==> config.mk <==
export PLATFORM = sky130hd
export DESIGN_NAME = decimal96_round_to_integer
export DESIGN_NICKNAME = d
export VERILOG_FILES = /design/src/hw/rtl/dec96r_pkg.sv /design/src/hw/rtl/decimal96_round_to_integer.sv /design/src/hw/rtl/dec96r_cell.sv
export SDC_FILE = /design/constraint.sdc
export NUM_CORES = 2
export LEC_CHECK = 0
export ABC_CLOCK_PERIOD_IN_PS = 9500
export BUFFER_PORTS_ARGS = -buffer_cell sky130_fd_sc_hd__buf_2
export CAP_MARGIN = 10
export CORE_MARGIN = 5
export CORE_UTILIZATION = 45
export CTS_BUF_LIST = sky130_fd_sc_hd__clkbuf_2 sky130_fd_sc_hd__clkbuf_4 sky130_fd_sc_hd__clkbuf_8
export DETAILED_ROUTE_END_ITERATION = 16
export GPL_TIMING_DRIVEN = 0
export HOLD_SLACK_MARGIN = 0.15
export PLACE_DENSITY = 0.69
export SYNTH_ARGS = -nofsm -noshare
export SYNTH_HDL_FRONTEND = slang
export SYNTH_SLANG_ARGS = --single-unit
==> constraint.sdc <==
create_clock -name clock -period 9.5 [get_ports clock]
set_input_delay 1.9 -clock clock [delete_from_list [all_inputs] [get_ports clock]]
set_output_delay 1.9 -clock clock [all_outputs]
set_load 0.1 [all_outputs]
==> src/hw/rtl/dec96r_pkg.sv <==
package dec96r_pkg;

   // Operation codes on req_operation
   typedef enum logic [1:0] {
      OP_FLOOR  = 2'd0,
      OP_ROUND  = 2'd1,
      OP_TRUNC  = 2'd2,
      OP_NEGATE = 2'd3
   } op_type;

   typedef enum logic [1:0] {
      ST_IDLE,
      ST_RUN,
      ST_FINISH
   } state_type;

   localparam int WORD_W    = 32;
   localparam int MAG_W     = 3 * WORD_W;
   localparam int SCALE_W   = 5;
   localparam int BYTE_W    = 8;
   localparam int DIGIT_W   = 4;
   localparam int NUM_CELLS = MAG_W / BYTE_W;

   // {rem, byte} / 10 as (v * 3277) >> 15, exact for v < 2560
   localparam int CELL_V_W    = DIGIT_W + BYTE_W;
   localparam int RECIP_W     = 12;
   localparam int RECIP_SHIFT = 15;
   localparam logic [RECIP_W-1:0]  RECIP      = 12'd3277;
   localparam logic [DIGIT_W-1:0]  TEN        = 4'd10;
   localparam logic [DIGIT_W-1:0]  ROUND_DIGIT = 4'd5;

   // Remainder and step token handed from one cell to the next lower one
   typedef struct packed {
      logic                act;
      logic [DIGIT_W-1:0]  rem;
   } link_type;

endpackage

==> src/hw/rtl/decimal96_round_to_integer.sv <==
// Channel  Direction  Handshake            Word
// req      in         req_valid/req_stall  operation, word0..word2, scale, sign
// rsp      out        rsp_valid/rsp_stall  out_word0..out_word2, out_scale, out_sign
//
// Floor, round and truncate (scale clamped to MAX_SCALE) run one divide-by-ten
// wave per scale digit through a row of 12 byte cells, MSB first, and the
// waves overlap skewed. Negate and scale zero skip the cell row and go
// straight to the output stage. One word is worked on at a time.
// Synchronous reset clears the control state and any pending result.
// A result held in the output register under rsp_stall does not block the next accept.
module decimal96_round_to_integer #(
   parameter int MAX_SCALE = 28
) (
   input  logic                                 clock,
   input  logic                                 reset,
   input  logic                                 req_valid,
   output logic                                 req_stall,
   input  logic [1:0]                           req_operation,
   input  logic [dec96r_pkg::WORD_W-1:0]        req_word0,
   input  logic [dec96r_pkg::WORD_W-1:0]        req_word1,
   input  logic [dec96r_pkg::WORD_W-1:0]        req_word2,
   input  logic [dec96r_pkg::SCALE_W-1:0]       req_scale,
   input  logic                                 req_sign,
   output logic                                 rsp_valid,
   input  logic                                 rsp_stall,
   output logic [dec96r_pkg::WORD_W-1:0]        rsp_out_word0,
   output logic [dec96r_pkg::WORD_W-1:0]        rsp_out_word1,
   output logic [dec96r_pkg::WORD_W-1:0]        rsp_out_word2,
   output logic [dec96r_pkg::SCALE_W-1:0]       rsp_out_scale,
   output logic                                 rsp_out_sign
);

   localparam int NC      = dec96r_pkg::NUM_CELLS;
   localparam int CNT_RAW = $clog2(MAX_SCALE + NC + 1);
   localparam int CNT_W   = (CNT_RAW > dec96r_pkg::SCALE_W) ? CNT_RAW : dec96r_pkg::SCALE_W;
   localparam int MAG_W   = dec96r_pkg::MAG_W;
   localparam int BW      = dec96r_pkg::BYTE_W;

   dec96r_pkg::state_type state_ff, state_in;

   logic [CNT_W-1:0]                    count_ff;
   logic [dec96r_pkg::SCALE_W-1:0]      div_scale_ff;   // number of /10 steps
   logic [dec96r_pkg::SCALE_W-1:0]      keep_scale_ff;  // clamped input scale
   dec96r_pkg::op_type                  op_ff;
   logic                                sign_ff;
   logic [dec96r_pkg::DIGIT_W-1:0]      last_ff;        // last dropped digit
   logic                                any_ff;         // some dropped digit nonzero

   logic                                rsp_valid_ff;
   logic [MAG_W-1:0]                    rsp_mag_ff;
   logic [dec96r_pkg::SCALE_W-1:0]      rsp_scale_ff;
   logic                                rsp_sign_ff;

   logic [dec96r_pkg::SCALE_W-1:0]      clamp_scale;
   logic                                accept;
   logic                                out_free;
   logic                                run_act;
   logic                                run_done;
   logic                                finish;
   logic                                bump;
   logic [MAG_W-1:0]                    load_mag;
   logic [MAG_W-1:0]                    mag;
   logic [MAG_W-1:0]                    mag_in;

   dec96r_pkg::link_type                link [NC+1];
   logic [BW-1:0]                       cell_byte [NC];

   // ---------------------------------------------------------------
   // Handshake and sequencing
   // ---------------------------------------------------------------
   always_comb begin
      clamp_scale = (req_scale > dec96r_pkg::SCALE_W'(MAX_SCALE))
                    ? dec96r_pkg::SCALE_W'(MAX_SCALE) : req_scale;
      out_free    = !rsp_valid_ff || !rsp_stall;
      accept      = req_valid && (state_ff == dec96r_pkg::ST_IDLE);
      // the wave for step i enters the top cell at count i
      run_act     = (state_ff == dec96r_pkg::ST_RUN) &&
                    (count_ff < CNT_W'(div_scale_ff));
      // last wave leaves the bottom cell at count div_scale + NC - 1
      run_done    = (count_ff == (CNT_W'(div_scale_ff) + CNT_W'(NC - 1)));
      finish      = 1'b0;
      state_in    = state_ff;
      unique case (state_ff)
         dec96r_pkg::ST_IDLE: begin
            if (req_valid) begin
               if ((clamp_scale == '0) ||
                   (dec96r_pkg::op_type'(req_operation) == dec96r_pkg::OP_NEGATE)) begin
                  state_in = dec96r_pkg::ST_FINISH;
               end else begin
                  state_in = dec96r_pkg::ST_RUN;
               end
            end
         end
         dec96r_pkg::ST_RUN: begin
            if (run_done) begin
               state_in = dec96r_pkg::ST_FINISH;
            end
         end
         dec96r_pkg::ST_FINISH: begin
            if (out_free) begin
               finish   = 1'b1;
               state_in = dec96r_pkg::ST_IDLE;
            end
         end
         default: begin
            state_in = dec96r_pkg::ST_IDLE;
         end
      endcase
   end

   always_ff @(posedge clock) begin
      if (reset) begin
         state_ff <= dec96r_pkg::ST_IDLE;
      end else begin
         state_ff <= state_in;
      end
   end

   assign req_stall = (state_ff != dec96r_pkg::ST_IDLE);

   // ---------------------------------------------------------------
   // Word capture and step counter
   // ---------------------------------------------------------------
   always_ff @(posedge clock) begin
      if (reset) begin
         count_ff <= '0;
      end else if (accept) begin
         count_ff <= '0;
      end else if (state_ff == dec96r_pkg::ST_RUN) begin
         count_ff <= count_ff + CNT_W'(1);
      end
   end

   always_ff @(posedge clock) begin
      if (accept) begin
         op_ff         <= dec96r_pkg::op_type'(req_operation);
         sign_ff       <= req_sign;
         keep_scale_ff <= clamp_scale;
         div_scale_ff  <= (dec96r_pkg::op_type'(req_operation) == dec96r_pkg::OP_NEGATE)
                          ? '0 : clamp_scale;
      end
   end

   // dropped digits come out of the bottom cell, one per wave
   always_ff @(posedge clock) begin
      if (accept) begin
         last_ff <= '0;
         any_ff  <= 1'b0;
      end else if (link[NC].act) begin
         last_ff <= link[NC].rem;
         any_ff  <= any_ff || (link[NC].rem != '0);
      end
   end

   // ---------------------------------------------------------------
   // Cell row: cell 0 holds the most significant byte
   // ---------------------------------------------------------------
   assign load_mag     = {req_word2, req_word1, req_word0};
   assign link[0].act  = run_act;
   assign link[0].rem  = '0;

   for (genvar k = 0; k < NC; k++) begin : g_cell
      dec96r_cell u_cell (
         .clock     (clock),
         .reset     (reset),
         .load      (accept),
         .load_byte (load_mag[MAG_W-1-k*BW -: BW]),
         .link_in   (link[k]),
         .link_out  (link[k+1]),
         .byte_out  (cell_byte[k])
      );
      assign mag[MAG_W-1-k*BW -: BW] = cell_byte[k];
   end

   // ---------------------------------------------------------------
   // Final increment and output register
   // ---------------------------------------------------------------
   always_comb begin
      bump = ((op_ff == dec96r_pkg::OP_FLOOR) && sign_ff && any_ff) ||
             ((op_ff == dec96r_pkg::OP_ROUND) && (last_ff >= dec96r_pkg::ROUND_DIGIT));
      mag_in = mag + MAG_W'(bump);
   end

   always_ff @(posedge clock) begin
      if (reset) begin
         rsp_valid_ff <= 1'b0;
      end else if (finish) begin
         rsp_valid_ff <= 1'b1;
      end else if (!rsp_stall) begin
         rsp_valid_ff <= 1'b0;
      end
   end

   always_ff @(posedge clock) begin
      if (finish) begin
         rsp_mag_ff <= mag_in;
         if (op_ff == dec96r_pkg::OP_NEGATE) begin
            rsp_scale_ff <= keep_scale_ff;
            rsp_sign_ff  <= !sign_ff;
         end else begin
            rsp_scale_ff <= '0;
            rsp_sign_ff  <= sign_ff;
         end
      end
   end

   assign rsp_valid     = rsp_valid_ff;
   assign rsp_out_word0 = rsp_mag_ff[dec96r_pkg::WORD_W-1:0];
   assign rsp_out_word1 = rsp_mag_ff[2*dec96r_pkg::WORD_W-1:dec96r_pkg::WORD_W];
   assign rsp_out_word2 = rsp_mag_ff[MAG_W-1:2*dec96r_pkg::WORD_W];
   assign rsp_out_scale = rsp_scale_ff;
   assign rsp_out_sign  = rsp_sign_ff;

endmodule

==> src/hw/rtl/dec96r_cell.sv <==
module dec96r_cell (
   input  logic                              clock,
   input  logic                              reset,
   input  logic                              load,
   input  logic [dec96r_pkg::BYTE_W-1:0]     load_byte,
   input  dec96r_pkg::link_type              link_in,
   output dec96r_pkg::link_type              link_out,
   output logic [dec96r_pkg::BYTE_W-1:0]     byte_out
);

   localparam int PROD_W = dec96r_pkg::CELL_V_W + dec96r_pkg::RECIP_W;

   logic [dec96r_pkg::BYTE_W-1:0]   byte_ff;
   logic [dec96r_pkg::DIGIT_W-1:0]  rem_ff;
   logic                            act_ff;

   logic [dec96r_pkg::CELL_V_W-1:0] value;
   logic [PROD_W-1:0]               prod;
   logic [dec96r_pkg::BYTE_W-1:0]   quot_in;
   logic [dec96r_pkg::CELL_V_W-1:0] back;
   logic [dec96r_pkg::DIGIT_W-1:0]  rem_in;

   always_comb begin
      value   = {link_in.rem, byte_ff};
      prod    = PROD_W'(value) * PROD_W'(dec96r_pkg::RECIP);
      quot_in = prod[dec96r_pkg::RECIP_SHIFT +: dec96r_pkg::BYTE_W];
      back    = dec96r_pkg::CELL_V_W'(quot_in) * dec96r_pkg::CELL_V_W'(dec96r_pkg::TEN);
      rem_in  = dec96r_pkg::DIGIT_W'(value - back);
   end

   always_ff @(posedge clock) begin
      if (reset) begin
         act_ff <= 1'b0;
      end else if (load) begin
         act_ff <= 1'b0;
      end else begin
         act_ff <= link_in.act;
      end
   end

   always_ff @(posedge clock) begin
      if (load) begin
         byte_ff <= load_byte;
         rem_ff  <= '0;
      end else if (link_in.act) begin
         byte_ff <= quot_in;
         rem_ff  <= rem_in;
      end
   end

   assign link_out.act = act_ff;
   assign link_out.rem = rem_ff;
   assign byte_out     = byte_ff;

endmodule

==> out/metrics.yaml <==
sta:
  hold_viol_final: 0
  clock.fmax_ghz: 0.161
  period_share: 0.654
  setup_viol: 0
  holdWs_ns: 0.483
  max-slew-margin-rel: 0.124
  rsz0062_at_grt: "no"
  fin_skew_ns: 0.0487
  fin_crit_ns: 6.22
  worst_slew_pin_slew_ns: 1.31
  slew_viol_final: 0
clock_network:
  cts_hold_buf: 0
  cts_max_path_buffers: 3
  cts.sinks: 285
  cts-htree-levels: 2
  clk_pin_slew_ns: 0.07
  cts_setup_buffers: 0
  cts_inserted_buffers: 54
  tritoncts: "yes"
  cts_root_buffer: "clkbuf_8"
  post_cts_resized: 0
  insertion_delay_ns: 0.71
final_layout:
  layout.nets: 5832
  fillCellCount: 8171
  syn_to_final_growth_pct: 9.84
  multiInputGateArea_um2: 28700
  finish.utilization: 0.498
  seq_area_um2: 7820
  drive_gt1_frac: 0.0797
detailed_routing:
  drt_iter0_markers: 1291
  wl_um: 101000
  wl_per_cell_um: 18.3
  dr.pass1.iters: 5
  vias: 28163
  drc: 0
  antenna_left: 0
  avgViaCountPerCell: 5.09
yosys:
  synth.top_cell.area_share: 0.301
  synth_area_um2: 40700
  synth_top_family_by_area: "adder cells"
  synthAdderAreaFrac: 0.515
  synth_top_area_cell: "ha_1"
  synthArstFlopShare: 0
  syn_inst: 4037
  synthTopCellsByArea: "ha_1, fa_1, edfxtp_1"
  yosys-top-cells-count: "inv_1, ha_1, fa_1"
  synth.area.mux_share: 0.00504
  syn_area_per_cell_um2: 10.1
  synth_most_common_cell: "inv_1"
  synthFlopType: "edfxtp_1"
  yosysWarnings: 0
  yosys.area_share.simple: 0.0696
  ys_types: 73
  synth_compound_area_frac: 0.0570
  syn_nets: 5559
  yosysSeqAreaShare: 0.192
  synth_seq_cells: 285
  synth-xor-area-share: 0.0591
  synth_edf_count: 211
floorplanning:
  dieArea_um2: 96600
  rows: 110
  fp.coreArea_um2: 89900
  io_pins: 212
  initial_utilization: 0.453
  die_w_um: 311
  die_h_um: 311
global_routing:
  grt_pass1_vias: 29561
  antenna_found_initial: 12
  grt_overflow: 0
  grtUsageTotal: 0.211
  grt_pass1_wl_um: 161000
  grt_max_degree: 30
critical_path:
  rrSetupSlack_ns: 3.28
  path_class: "reg2reg"
  worstPathMaxFanout: 7
  crit_arrival_ns: 6.79
  end_kind: "flop"
  cp_data_required_time_ns: 10.07
  worstRegToRegCells: 21
  start_kind: "flop"
  r2r-end: "g_cell[7].u_cell.rem_ff[3]"
  r2r-start: "g_cell[7].u_cell.byte_out[1]"
flow_run:
  drv_cap: 0
min_path:
  hold_class: "reg2reg"
  hp-start: "any_ff"
  holdPathEnd: "any_ff"
  min_delay_path_depth: 2
placement:
  io_buffers: 211
  place.gp.congestion: 0.898
  hpwl_um: 84700
run_status:
  status: "completed"
==> per-layer routing <==
layer	track usage	part of all wire	vias up
li1	-	-	13596
met2	0.362	0.47	686
met5	0	0.00026	-
met1	0.277	0.43	13684
met4	0.0640	0.034	4
met3	0.0347	0.059	193
==> cells by family after synthesis <==
family	count (synthesis)
xor+xnor	270
mux	20
buf+inv	1115
fa+ha+maj	1414
flops	285
compound gates	355
simple gates	578
==> flip-flops by register name, summed over array words and instances, names as in the netlist <==
| signal | flops |
|---|---|
| any_ff | 1 |
| keep_scale_ff | 5 |
| rsp_out_sign | 1 |
| div_scale_ff | 5 |
| op_ff | 2 |
| state_ff | 2 |
| g_cell.u_cell.byte_out | 96 |
| g_cell.u_cell.act_ff | 12 |
| count_ff | 6 |
| sign_ff | 1 |
| g_cell.u_cell.rem_ff | 48 |
| last_ff | 4 |
| rsp_valid | 1 |
| rsp_mag_ff | 96 |
| rsp_out_scale | 5 |
==> worst max-delay path: stages (launching register included) <==
cell      delay (ns)
edfxtp_1        0.60
ha_1            0.37
inv_1           0.14
fa_1            0.55
inv_1           0.06
fa_1            0.51
fa_1            0.57
inv_1           0.07
fa_1            0.55
inv_1           0.05
ha_1            0.31
and4_1          0.22
and2_0          0.16
a311o_1         0.38
a21oi_1         0.20
xnor2_1         0.15
ha_1            0.22
fa_1            0.37
xor2_1          0.16
xnor2_1         0.20
xnor2_1         0.15
a21oi_1         0.08
==> layout by cell type, fill, tap and decap left out, types with 8 or more instances in the layout <==
cell | Yosys | layout
a211oi_1 | 39 | 39
a21o_1 | 38 | 38
a21oi_1 | 122 | 121
and2_1 | 48 | 48
and3_1 | 21 | 21
and4_1 | 11 | 11
buf_1 | 16 | 15
buf_2 | 0 | 212
bufinv_16 | 0 | 12
clkbuf_1 | 27 | 26
clkbuf_8 | 0 | 54
clkinv_1 | 0 | 8
clkinv_2 | 0 | 11
dfxtp_1 | 74 | 74
edfxtp_1 | 211 | 211
fa_1 | 435 | 435
ha_1 | 979 | 979
inv_1 | 1071 | 1071
mux2i_1 | 16 | 16
nand2_1 | 171 | 171
nand2b_1 | 19 | 19
nand3_1 | 49 | 49
nand4_1 | 21 | 21
nor2_1 | 159 | 159
nor3_1 | 25 | 25
o21a_1 | 13 | 13
o21ai_0 | 55 | 55
o21bai_1 | 8 | 8
o31ai_1 | 15 | 15
or2_2 | 9 | 9
or3_1 | 11 | 11
xnor2_1 | 199 | 199
xor2_1 | 68 | 68
==> how the worst max path moves through the flow <==
stage	startpoint	to	cells past startpoint
detailed placement	g_cell[7].u_cell.byte_out[1]	g_cell[7].u_cell.rem_ff[3]	21
floorplan	rsp_stall	rsp_mag_ff[0]	1
CTS	g_cell[7].u_cell.byte_out[1]	g_cell[7].u_cell.rem_ff[3]	21
global route	g_cell[5].u_cell.byte_out[3]	g_cell[5].u_cell.rem_ff[3]	21
global placement	rsp_stall	rsp_mag_ff[76]	2
finish	g_cell[7].u_cell.byte_out[1]	g_cell[7].u_cell.rem_ff[3]	21
==> stage by stage <==
step	cells	setup slack (ns)	setup TNS (ns)	area, um2
global placement	5424	-1.73	-174.91	43300
CTS	5532	3.35	0	44700
finish	5537	3.28	0	44700
detailed placement	5430	3.41	0	43400
global route	5535	3.10	0	44700
floorplan	4037	2.06	0	40700
==> area by class of cell <==
cell class	instances	area share
buffer	43	0.00366
sequential	285	0.175
clock inverter	42	0.0121
multi-input combinational	2637	0.642
tap	1176	0.0329
inverter	1072	0.0900
timing repair buffer	217	0.0263
antenna	5	0.000280
clock buffer	60	0.0176
Power is left out: the tool's default activity adds up to more than one toggle a clock period on the data nets, which glitch-free logic cannot reach.
